[config.mk]
export PLATFORM = sky130hd
export DESIGN_NAME = skl_ctrl
export DESIGN_NICKNAME = d
export VERILOG_FILES = /design/src/sv/skl_pkg.sv /design/src/sv/skl_ctrl.sv
export SDC_FILE = /design/constraint.sdc
export NUM_CORES = 1
export LEC_CHECK = 0
export BUFFER_PORTS_ARGS = -buffer_cell sky130_fd_sc_hd__buf_4
export CAP_MARGIN = 0
export CORE_AREA = 2 2 39 41
export CTS_CLUSTER_SIZE = 25
export DETAILED_ROUTE_END_ITERATION = 16
export DIE_AREA = 0 0 41 43
export GPL_TIMING_DRIVEN = 0
export PLACE_DENSITY = 0.3
export SETUP_SLACK_MARGIN = 0.05
export SLEW_MARGIN = 20
export SYNTH_ARGS = -nofsm -noshare
export SYNTH_HDL_FRONTEND = slang
export SYNTH_SLANG_ARGS = --single-unit
[constraint.sdc]
create_clock -name clock -period 1 [get_ports clock]
set_clock_uncertainty 0.05 [all_clocks]
set_input_delay 0.15 -clock clock [delete_from_list [all_inputs] [get_ports clock]]
set_output_delay 0.15 -clock clock [all_outputs]
set_load 0.02 [all_outputs]
[src/sv/skl_pkg.sv]
package skl_pkg;

   // Fixed field widths of the ports.
   localparam int KEY_BITS     = 32;
   localparam int SLOT_BITS    = 10;
   localparam int COUNT_BITS   = 11;
   localparam int OUT_OFS_BITS = 48;

   // Opcodes of an input transaction.
   localparam logic OP_WRITE  = 1'b0;
   localparam logic OP_LOOKUP = 1'b1;

   typedef enum logic [1:0] {
      ST_IDLE,
      ST_SEARCH,
      ST_FINAL
   } state_type;

   // Commands from the controller to the datapath.
   typedef struct packed {
      logic write;
      logic load;
      logic step;
      logic emit;
   } cmd_type;

   // Status from the datapath to the controller.
   typedef struct packed {
      logic more;
   } status_type;

endpackage

[src/sv/skl_ctrl.sv]
module skl_ctrl (
   input  logic                clock,
   input  logic                reset,
   input  logic                start,
   input  logic                opcode,
   input  skl_pkg::status_type status,
   output skl_pkg::cmd_type    cmd,
   output logic                busy
);

   skl_pkg::state_type state_ff, state_in;
   logic accept;

   assign accept = start && (state_ff == skl_pkg::ST_IDLE);

   always_ff @(posedge clock) begin
      if (reset) begin
         state_ff <= skl_pkg::ST_IDLE;
      end else begin
         state_ff <= state_in;
      end
   end

   // Next state.
   always_comb begin
      state_in = state_ff;
      unique case (state_ff)
         skl_pkg::ST_IDLE: begin
            if (accept && (opcode == skl_pkg::OP_LOOKUP)) begin
               state_in = status.more ? skl_pkg::ST_SEARCH : skl_pkg::ST_FINAL;
            end
         end
         skl_pkg::ST_SEARCH: begin
            state_in = status.more ? skl_pkg::ST_SEARCH : skl_pkg::ST_FINAL;
         end
         skl_pkg::ST_FINAL: begin
            state_in = skl_pkg::ST_IDLE;
         end
         default: begin
            state_in = skl_pkg::ST_IDLE;
         end
      endcase
   end

   // Outputs.
   always_comb begin
      cmd  = '0;
      busy = 1'b1;
      unique case (state_ff)
         skl_pkg::ST_IDLE: begin
            busy      = 1'b0;
            cmd.write = accept && (opcode == skl_pkg::OP_WRITE);
            cmd.load  = accept && (opcode == skl_pkg::OP_LOOKUP);
         end
         skl_pkg::ST_SEARCH: begin
            cmd.step = 1'b1;
         end
         skl_pkg::ST_FINAL: begin
            cmd.emit = 1'b1;
         end
         default: begin
            busy = 1'b1;
         end
      endcase
   end

endmodule

Yosys cells after proc, flatten, opt, wreduce, memory -nomap -nowiden
Index checks and enable logic that the tools add are counted.
{"block": "op_classes", "n_eq_ne": 3, "muxes": 7, "n_bitwise": 1, "reduce_logical": 4}
{"op": "2-bit 2-to-1 mux", "count": 3}
{"op": "2-bit case mux with 2 select lines", "count": 1}
{"op": "1-bit logical AND", "count": 3}
{"op": "1-bit 2-to-1 mux", "count": 3}
{"op": "2-bit by 1-bit == test with 1-bit output, second input constant", "count": 1}
{"op": "2-bit == test, second input constant", "count": 1}
{"op": "2-bit logical NOT", "count": 1}
{"op": "2-bit by 1-bit != test with 1-bit output, second input constant", "count": 1}
{"op": "1-bit NOT", "count": 1}
{"block": "totals", "regBits": 2, "in_bits": 5, "word_cells": 16}

Longest topological paths before layout
Gate-level depths: netlist of the first run.
{"block": "depth", "ltp_word": 5, "ltp_mapped": 2, "depth_no_buf": 2}

Worst setup path after synthesis of the first run
Ideal clock, no wire load.
{"block": "synth_path", "path_type": "reg-to-output", "start": "register state_ff[1]", "end": "output port cmd[3] (netlist bit)", "t_arrival_ns": 0.943, "t_required_ns": 0.800, "slack_ns": -0.143, "stages_incl_launch_ff": 3, "cell_sequence": "dfxtp_1 > or2_4 > nor3b_2"}
{"element": "start: declaration", "line_no": "skl_ctrl.sv:11", "rtl": "skl_pkg::state_type state_ff, state_in;"}
{"element": "start signal: assignment", "line_no": "skl_ctrl.sv:18", "rtl": "state_ff <= skl_pkg::ST_IDLE;"}
{"element": "start signal: assignment", "line_no": "skl_ctrl.sv:20", "rtl": "state_ff <= state_in;"}
{"element": "end: declaration", "line_no": "skl_ctrl.sv:7", "rtl": "output skl_pkg::cmd_type cmd,"}

==> summary.md, run 1 <==
| Metric | Value |
|---|---|
| Status | `finished with violations` |
| Failing checks | `setup timing` |
| H-tree lvl count | `1` |
| Post-synth EDFFs | `0` |
| Post-CTS Hold Fix Bufs | `0` |
| CTS Sinks | `2` |
| Wire length per cell | `between 9 and 10 um` |
| Clk Latency, worst-skew pair | `220 ps` |
| Netlist Area Pre-Place | `108 um^2` |
| Worst slew margin | `0.872` |
| Ant. Diodes | `0` |
| Static leakage | `0.127 nW` |
| Filler cell count | `153` |
| Unrepaired setup endpoints after global routing | `yes` |
| Area grow syn2layout | `173%` |
| Die height | `43 um` |
| Gate power share | `0.258` |
| Crit path time final | `1310 ps` |
| GRT Total Usage | `0.0581` |
| Arr. time, crit path | `1110 ps` |
| Ratio of cells with drive above 1 in the final layout | `0.960` |
| Kind of critical path | `register to primary output` |
| Initial antenna violation count | `0` |
| Pin count of the biggest net entering global routing | `6` |
| Avg Vias per Cell | `3.59` |
| RR Startpoint | `state_ff[1]` |
| Crit path launch | `state_ff[0]` |
| Crit path max fanout | `2` |
| Initial core utilization | `0.0778` |
| Post-layout instance count excluding filler cells | `41` |
| CTS tree | `built` |
| Fin nets | `32` |
| Routed WL | `roughly 410 um` |
| Pwr dens | `1220 nW/um^2` |
| First-pass GRT wire length | `593 um` |
| Worst-path clk slew | `around 30 ps` |
| Top reg by flops | `state_ff` |
| Crit path capture | `cmd[3]` |
| Grt total ovfl | `0` |
| Vias in the first global route | `157` |
| Ys flop type | `dfxtp_1` |
| Syn_area_per_cell | `10.8 um^2` |
| R2R Setup Slk | `120 ps` |
| Slew Limit Fails | `0` |
| CTS Buffer Depth | `2` |
| # rows | `14` |
| Fmax achieved | `0.764 GHz` |
| Ys async rst share | `0` |
| Syn. warnings | `0` |
| Worst slew pin tran | `191 ps` |
| Post-Place Cells | `35` |
| R2r worst-path depth | `2` |
| Number of synthesized register bits | `2` |
| Count leader, synth | `dfxtp_1` |
| Die footprint | `1760 um^2` |
| Largest registers | `state_ff: 2 flops` |
| Final antenna-violating net count | `0` |
| Num CTS Buffers | `3` |
| Sw Share | `0.252` |
| Post-Synthesis Cells | `10` |
| HP Class | `input pin to register` |
| Vias | `147` |
| Clock group share of total power | `0.508` |
| Share of the synthesized area in the top cell type | `0.372` |
| Core box area | `1380 um^2` |
| Final worst slack | `-309 ps` |
| Root Buffer Master | `clkbuf_4` |
| Gp weighted congestion | `0.588` |
| Port bufs | `9` |
| Largest cells by area after synthesis | `dfxtp_1, and4bb_2, nor3b_2` |
| Part of the power in registers | `0.234` |
| Post-place setup slack | `-134 ps` |
| Startpoint Class | `register` |
| DR iter-0 viols | `0` |
| Maximum vdd drop | `0.485 mV` |
| Number of flip-flops in the largest register | `2` |
| Critical path required time | `800 ps` |
| Setup crit end kind | `primary output` |
| Area leader, netlist | `dfxtp_1` |
| Total of max-cap violations | `0` |
| Post-synth cell types | `9` |
| Worst R2R End | `state_ff[1]` |
| DRC Markers | `0` |
| Sequential element share of the synthesized area | `0.372` |
| Syn nets | `15` |
| Final core utilization | `0.212` |
| Final hold viol count | `0` |
| DIE WIDTH | `41 um` |
| Final Setup Violations | `5` |
| Ports | `10` |
| Int Pwr | `about 270 uW` |
| DR pass1 iterations | `1` |
| Final period util | `1.31` |
| Switching pwr | `90.2 uW` |
-- power groups by stage --
stage | clock network (mW) | logic (mW) | registers (mW)
3_3_place_gp | 0 | 0.0663 | 0.0878
4_1_cts | 0.196 | 0.0833 | 0.0836
2_1_floorplan | 0 | 0.0339 | 0.0868
5_1_grt | 0.197 | 0.0983 | 0.0839
3_5_place_dp | 0 | 0.0666 | 0.0880
6_report | 0.182 | 0.0922 | 0.0838
-- worst min path at each step --
stage          depth (start not counted)    from  slack, ps     endpoint
2_1_floorplan                          1  status        180  state_ff[1]
3_3_place_gp                           2  status        280  state_ff[1]
3_5_place_dp                           2  status        280  state_ff[1]
4_1_cts                                2  status         30  state_ff[1]
5_1_grt                                2  status         30  state_ff[1]
6_report                               2  status         40  state_ff[1]
-- per-layer routing --
metal | GRT usage | part of all wire | up-vias
li1 | - | - | 69
met1 | 0.0478 | 0.34 | 67
met5 | 0 | 0 | -
met2 | 0.0781 | 0.49 | 9
met4 | 0.100 | 0.037 | 0
met3 | 0.0157 | 0.13 | 2
-- critical path, stage by stage (launching register included) --
cell and delay (ps):
dfxtp_2 310, or2_4 260, nor3b_4 180, buf_6 140
-- logic make-up after synthesis --
kind of cell	share of synthesized area
flops	0.372
compound gates	0.0465
simple gates	0.581
-- cell type report --
| cell class | count | area, um^2 | area share |
|---|---|---|---|
| clock buffer | 3 | 22.5 | 0.0766 |
| multi-input combinational | 8 | 97.6 | 0.332 |
| sequential | 2 | 45.0 | 0.153 |
| tap | 16 | 20.0 | 0.0681 |
| timing repair buffer | 12 | 109 | 0.370 |
-- per-stage QoR --
stage	instance area [um^2]	setup TNS, ps	hold slack, ps	power, mW
finish	294	-1220	36.6	0.357
detailed placement	201	-134	279	0.155
global placement	201	-115	278	0.154
global route	294	-1410	29.8	0.380
CTS	267	-1300	26.3	0.362
floorplan	114	-90.6	177	0.121
-- timing repair --
item / 4_1_cts / 5_1_grt
gates cloned: 0 / 0
pin swaps: 2 / 1
endpoints found under the setup margin: 5 / 7
resized for setup: 7 / 6
setup buffers: 3 / 0
-- cell usage in the layout, fill, tap and decap left out --
| cell | n |
|---|---|
| a21oi_2 | 1 |
| and2b_1 | 1 |
| and4bb_2 | 1 |
| buf_4 | 7 |
| buf_6 | 5 |
| clkbuf_4 | 3 |
| dfxtp_2 | 1 |
| dfxtp_4 | 1 |
| nor2b_4 | 1 |
| nor3b_4 | 1 |
| nor4_2 | 1 |
| nor4b_2 | 1 |
| or2_4 | 1 |
Note: power is estimated with default switching activity, not from simulation.
==> run 2: changes to the inputs <==
ABC_AREA = 1   (was unset)
CAP_MARGIN = 20   (was 0)
==> summary.md, run 2 <==
| Metric | Value |
|---|---|
| Ant. Diodes | `0` |
| Int Pwr | `268 uW` |
| Post-synth cell types | `8` |
| Failing checks | `setup timing` |
| Post-place setup slack | `-45.6 ps` |
| Critical path's largest stage delay | `350 ps` |
| Syn nets | `26` |
| First-pass GRT wire length | `586 um` |
| Post-CTS Hold Fix Bufs | `0` |
| Post-Synthesis Cells | `21` |
| Top reg by flops | `state_ff` |
| Root Buffer Master | `clkbuf_4` |
| Register area | `45.0 um^2` |
| Gp weighted congestion | `0.570` |
| Fmax achieved | `between 0.8 and 0.9 GHz` |
| Post-synth EDFFs | `0` |
| Status | `finished with violations` |
| Final Power | `370 uW` |
| Area grow syn2layout | `125%` |
| Initial antenna violation count | `0` |
| Ys flop type | `dfxtp_1` |
| GRT Total Usage | `0.0561` |
| Clock group share of total power | `0.490` |
| Syn. warnings | `0` |
| Share of the synthesized area in the top cell type | `0.323` |
| Leading cell type in the layout, fill and taps excluded | `buf_4` |
| Crit-path slowest cell | `dfxtp_4` |
| Vias | `164` |
| Wire length per cell | `7.46 um` |
| Worst slew pin tran | `between 150 and 200 ps` |
| Total of max-cap violations | `0` |
| Initial core utilization | `0.0895` |
| Unrepaired setup endpoints after global routing | `yes` |
| Die height | `43 um` |
| Pwr dens | `~1300 nW/um^2` |
| R2R Setup Slk | `60 ps` |
| Most frequent cells in the layout | `buf_4, inv_1, clkbuf_4` |
| CP bufs+invs | `1` |
| DIE WIDTH | `a little over 40 um` |
| DRC Markers | `0` |
| Sw Share | `0.274` |
| Final Setup Violations | `5` |
| Avg Vias per Cell | `about 3.2` |
| Final core utilization | `0.202` |
| Ys async rst share | `0` |
| Design area | `between 200 and 300 um^2` |
| Largest registers | `state_ff: 2 flops` |
| Count leader, synth | `inv_1` |
| Number of synthesized register bits | `2` |
| Fin nets | `43` |
| # rows | `14` |
| Syn_area_per_cell | `5.90 um^2` |
| Startpoint Class | `register` |
| Largest cells by area after synthesis | `dfxtp_1, inv_1, nor2_1` |
| CP cell instances | `nor2_4 -> nand2_2 -> nor2_2 -> buf_6` |
| Area leader, netlist | `dfxtp_1` |
| Static leakage | `about 0.16 nW` |
| Vias in the first global route | `166` |
| Final worst slack | `-168 ps` |
| Grt total ovfl | `0` |
| Placed cell area | `216 um^2` |
| Final period util | `1.17` |
| Arr. time, crit path | `970 ps` |
| H-tree lvl count | `1` |
| Port bufs | `9` |
| Final antenna-violating net count | `0` |
| CTS Buffer Depth | `2` |
| Delay-heaviest family, CP | `flip-flops` |
| Critical path required time | `about 800 ps` |
| Part of the power in registers | `0.241` |
| Kind of critical path | `register to primary output` |
| Worst slew margin | `0.893` |
| Switching pwr | `about 100 uW` |
| Maximum vdd drop | `0.632 mV` |
| DR iter-0 viols | `3` |
| Slew Limit Fails | `0` |
| Worst-path clk slew | `around 30 ps` |
| Crit path max fanout | `4` |
| Hpwl dp | `approximately 260 um` |
| Filler cell count | `157` |
| Setup crit end kind | `primary output` |
| Area of the multi-input gates | `63.8 um^2` |
| Core box area | `roughly 1400 um^2` |
| CTS Sinks | `2` |
| DR pass1 iterations | `4` |
| Die footprint | `between 1500 and 2000 um^2` |
| Final hold viol count | `0` |
| Pin count of the biggest net entering global routing | `5` |
| Clk Latency, worst-skew pair | `around 230 ps` |
| Number of flip-flops in the largest register | `2` |
| Netlist Area Pre-Place | `124 um^2` |
| Ratio of cells with drive above 1 in the final layout | `0.639` |
| Gate power share | `0.269` |
| HP Class | `input pin to register` |
| Routed WL | `388 um` |
| Ports | `10` |
| Synth cell count leaders | `inv_1, nor2_1, dfxtp_1, nand2_1, nor3_1` |
| CTS tree | `built` |
| Crit path time final | `~1200 ps` |
| Num CTS Buffers | `3` |
| Sequential element share of the synthesized area | `0.323` |
[run 2: cell count changes after synthesis, moves of 2 or more]
cell / before / now
nor3_1: 0 / 2
nor2_1: 0 / 4
nand2_1: 0 / 2
inv_1: 0 / 8
[run 2: layer usage]
metal / vias up / GRT usage / part of all wire
met4: 0 / 0.0400 / 0
met5: - / 0 / 0
met3: 0 / 0.0628 / 0.13
met2: 12 / 0.0750 / 0.39
met1: 61 / 0.0446 / 0.47
li1: 91 / - / -
[run 2: logic make-up (layout without fill, tap and decap cells)]
logic type	count (synthesis)	after routing	share of synthesized area
buffers and inverters	8	23	0.242
AOI/OAI and AO/OA	1	1	0.0707
DFF	2	2	0.323
and+or+nand+nor	10	10	0.364
[run 2: power groups by stage]
stage / sequential (mW) / clock (mW) / combinational, mW
after floorplan: 0.0889 / 0 / 0.0443
after global placement: 0.0897 / 0 / 0.0793
after detailed placement: 0.0898 / 0 / 0.0810
after CTS: 0.0890 / 0.192 / 0.0996
after global routing: 0.0893 / 0.205 / 0.110
final: 0.0892 / 0.181 / 0.0993
[run 2: stage by stage]
stage,setup TNS [ps],hold WS (ps),instances
2_1_floorplan,0,247,21
3_3_place_gp,-21.0,346,46
3_5_place_dp,-87.8,352,46
4_1_cts,-659,106,52
5_1_grt,-926,125,52
6_report,-590,115,52
[run 2: worst min-delay path: cells and delay by family]
family / cells / cell delay, ps
simple gates: 2 / 90
buf+inv: 2 / 110
[run 2: cell type report]
class,count,share of cell area
clock buffers,3,0.0807
inverters,8,0.108
multi-input cells,11,0.229
flip-flops and latches,2,0.161
well taps,16,0.0717
repair buffers,12,0.350
[run 2: repair_timing]
| item | CTS | global route |
|---|---|---|
| resized for setup | 7 | 0 |
| endpoints found under the setup margin | 5 | 7 |
| buffers inserted | 3 | 0 |
| pin swaps | 5 | 2 |
[run 2: final timing paths]
| check | cells after the start | end | start |
|---|---|---|---|
| worst min register to register | 4 | state_ff[0] | state_ff[1] |
| worst max register to register | 6 | state_ff[1] | state_ff[1] |
| worst min-delay path | 4 | state_ff[0] | reset |
| worst max-delay path | 4 | cmd[2] | state_ff[1] |
==> run 3: changes to the inputs <==
MAX_ROUTING_LAYER = met4   (was unset)
==> summary.md, run 3 (synthesis results as in run 2) <==
| Metric | Value |
|---|---|
| Initial antenna violation count | `0` |
| Post-Place Cells | `46` |
| Worst R2R End | `state_ff[1]` |
| Unrepaired setup endpoints after global routing | `yes` |
| Switching pwr | `101 uW` |
| Hpwl dp | `256 um` |
| Fmax achieved | `0.855 GHz` |
| Final Setup Violations | `5` |
| Failing checks | `setup timing` |
| CP cell instances | `nor2_4 -> nand2_2 -> nor2_2 -> buf_6` |
| Pwr dens | `between 1000 and 1500 nW/um^2` |
| Num CTS Buffers | `3` |
| Final antenna-violating net count | `0` |
| Slew Limit Fails | `0` |
| # rows | `14` |
| DRC Markers | `0` |
| Area grow syn2layout | `125%` |
| Worst-path clk slew | `30 ps` |
| Final period util | `1.17` |
| Top reg by flops | `state_ff` |
| Kind of critical path | `register to primary output` |
| Core box area | `1380 um^2` |
| Final hold viol count | `0` |
| Part of the power in registers | `0.242` |
| Sw Share | `0.274` |
| Die footprint | `around 1800 um^2` |
| Crit path time final | `1170 ps` |
| Routed WL | `about 400 um` |
| GRT Total Usage | `0.0574` |
| Design area | `roughly 280 um^2` |
| Leading cell type in the layout, fill and taps excluded | `buf_4` |
| Critical path's largest stage delay | `about 350 ps` |
| R2R Setup Slk | `~60 ps` |
| CP bufs+invs | `1` |
| Wire length per cell | `7.48 um` |
| H-tree lvl count | `1` |
| Avg Vias per Cell | `3.15` |
| Crit-path slowest cell | `dfxtp_4` |
| Met1 Use GR | `0.0446` |
| Worst slew margin | `0.893` |
| Arr. time, crit path | `about 970 ps` |
| Port bufs | `9` |
| Initial core utilization | `0.0895` |
| DR iter-0 viols | `5` |
| HP Class | `input pin to register` |
| Ports | `10` |
| Critical path required time | `800 ps` |
| Number of flip-flops in the largest register | `2` |
| Met2 Usage GRT | `0.0750` |
| Ant. Diodes | `0` |
| RR Startpoint | `state_ff[1]` |
| Gp weighted congestion | `0.573` |
| Ratio of cells with drive above 1 in the final layout | `0.639` |
| Vias in the first global route | `162` |
| First-pass GRT wire length | `586 um` |
| DR pass1 iterations | `4` |
| Status | `finished with violations` |
| Delay-heaviest family, CP | `flip-flops` |
| Total of max-cap violations | `0` |
| Met3 usage in global routing | `0.0628` |
| Placed cell area | `around 220 um^2` |
| DIE WIDTH | `41 um` |
| Startpoint Class | `register` |
| Post-layout instance count excluding filler cells | `52` |
| Final worst slack | `-169 ps` |
| Worst slew pin tran | `159 ps` |
| HP Start | `reset` |
| CTS tree | `built` |
| CTS Buffer Depth | `2` |
| Setup crit end kind | `primary output` |
| Hold Path Cell Cnt | `4` |
| Root Buffer Master | `clkbuf_4` |
| Static leakage | `0.162 nW` |
| Gate power share | `0.269` |
| Most frequent cells in the layout | `buf_4, inv_1, clkbuf_4` |
| End of the worst hold path | `state_ff[0]` |
| Largest registers | `state_ff: 2 flops` |
| Top Usage Layer GRT | `met2` |
| Grt total ovfl | `0` |
| Maximum vdd drop | `0.632 mV` |
| CTS Sinks | `2` |
| R2r worst-path depth | `6` |
| Vias | `164` |
| Die height | `43 um` |
| Clock group share of total power | `0.490` |
| Pin count of the biggest net entering global routing | `5` |
| Int Pwr | `268 uW` |
| Filler cell count | `157` |
| Crit path max fanout | `4` |
| Clk Latency, worst-skew pair | `230 ps` |
| Fin nets | `43` |
-- run 3: worst register-to-register path: stages (launching register included) --
cell	delay [ps]
dfxtp_4	350
nor2_4	90
buf_4	120
buf_4	100
o21ai_2	50
nand2_1	50
inv_1	30
-- run 3: cell type report --
class	instances	area (um^2)	area share
timing repair buffer	12	97.6	0.350
multi-input combinational	11	63.8	0.229
sequential	2	45.0	0.161
inverter	8	30.0	0.108
clock buffer	3	22.5	0.0807
tap	16	20.0	0.0717
-- run 3: repair_timing --
action,CTS,global route
hold buffers,0,0
resized for setup,7,0
hold endpoints to repair,0,0
buffers inserted,3,0
pin swaps,5,2
setup endpoints to repair,5,7
-- run 3: power groups by stage --
stage / registers (mW) / clock network [mW] / logic, mW
2_1_floorplan: 0.0889 / 0 / 0.0443
3_3_place_gp: 0.0897 / 0 / 0.0793
3_5_place_dp: 0.0898 / 0 / 0.0810
4_1_cts: 0.0890 / 0.192 / 0.0996
5_1_grt: 0.0893 / 0.205 / 0.110
6_report: 0.0893 / 0.181 / 0.0993
-- run 3: metrics by stage --
stage | hold WS, ps | setup WS (ps) | TNS, ps | utilization | power (mW)
floorplan | 247 | 32.8 | 0 | - | 0.133
global placement | 346 | -10.9 | -21.0 | 0.156 | 0.169
detailed placement | 352 | -45.6 | -87.8 | 0.156 | 0.171
CTS | 106 | -189 | -659 | 0.202 | 0.380
global route | 125 | -226 | -926 | 0.202 | 0.405
finish | 115 | -169 | -594 | 0.202 | 0.370
-- run 3: worst max-delay path by stage --
stage | from | end | cells after the start
2_1_floorplan | state_ff[1] | cmd[2] | 3
3_3_place_gp | state_ff[1] | cmd[2] | 4
3_5_place_dp | state_ff[1] | cmd[2] | 4
4_1_cts | state_ff[0] | cmd[2] | 4
5_1_grt | state_ff[1] | cmd[2] | 4
6_report | state_ff[1] | cmd[2] | 4
-- run 3: per-layer routing --
metal,part of all wire,up-vias
li1,-,91
met4,0,0
met1,0.46,61
met5,0,-
met3,0.15,0
met2,0.39,12
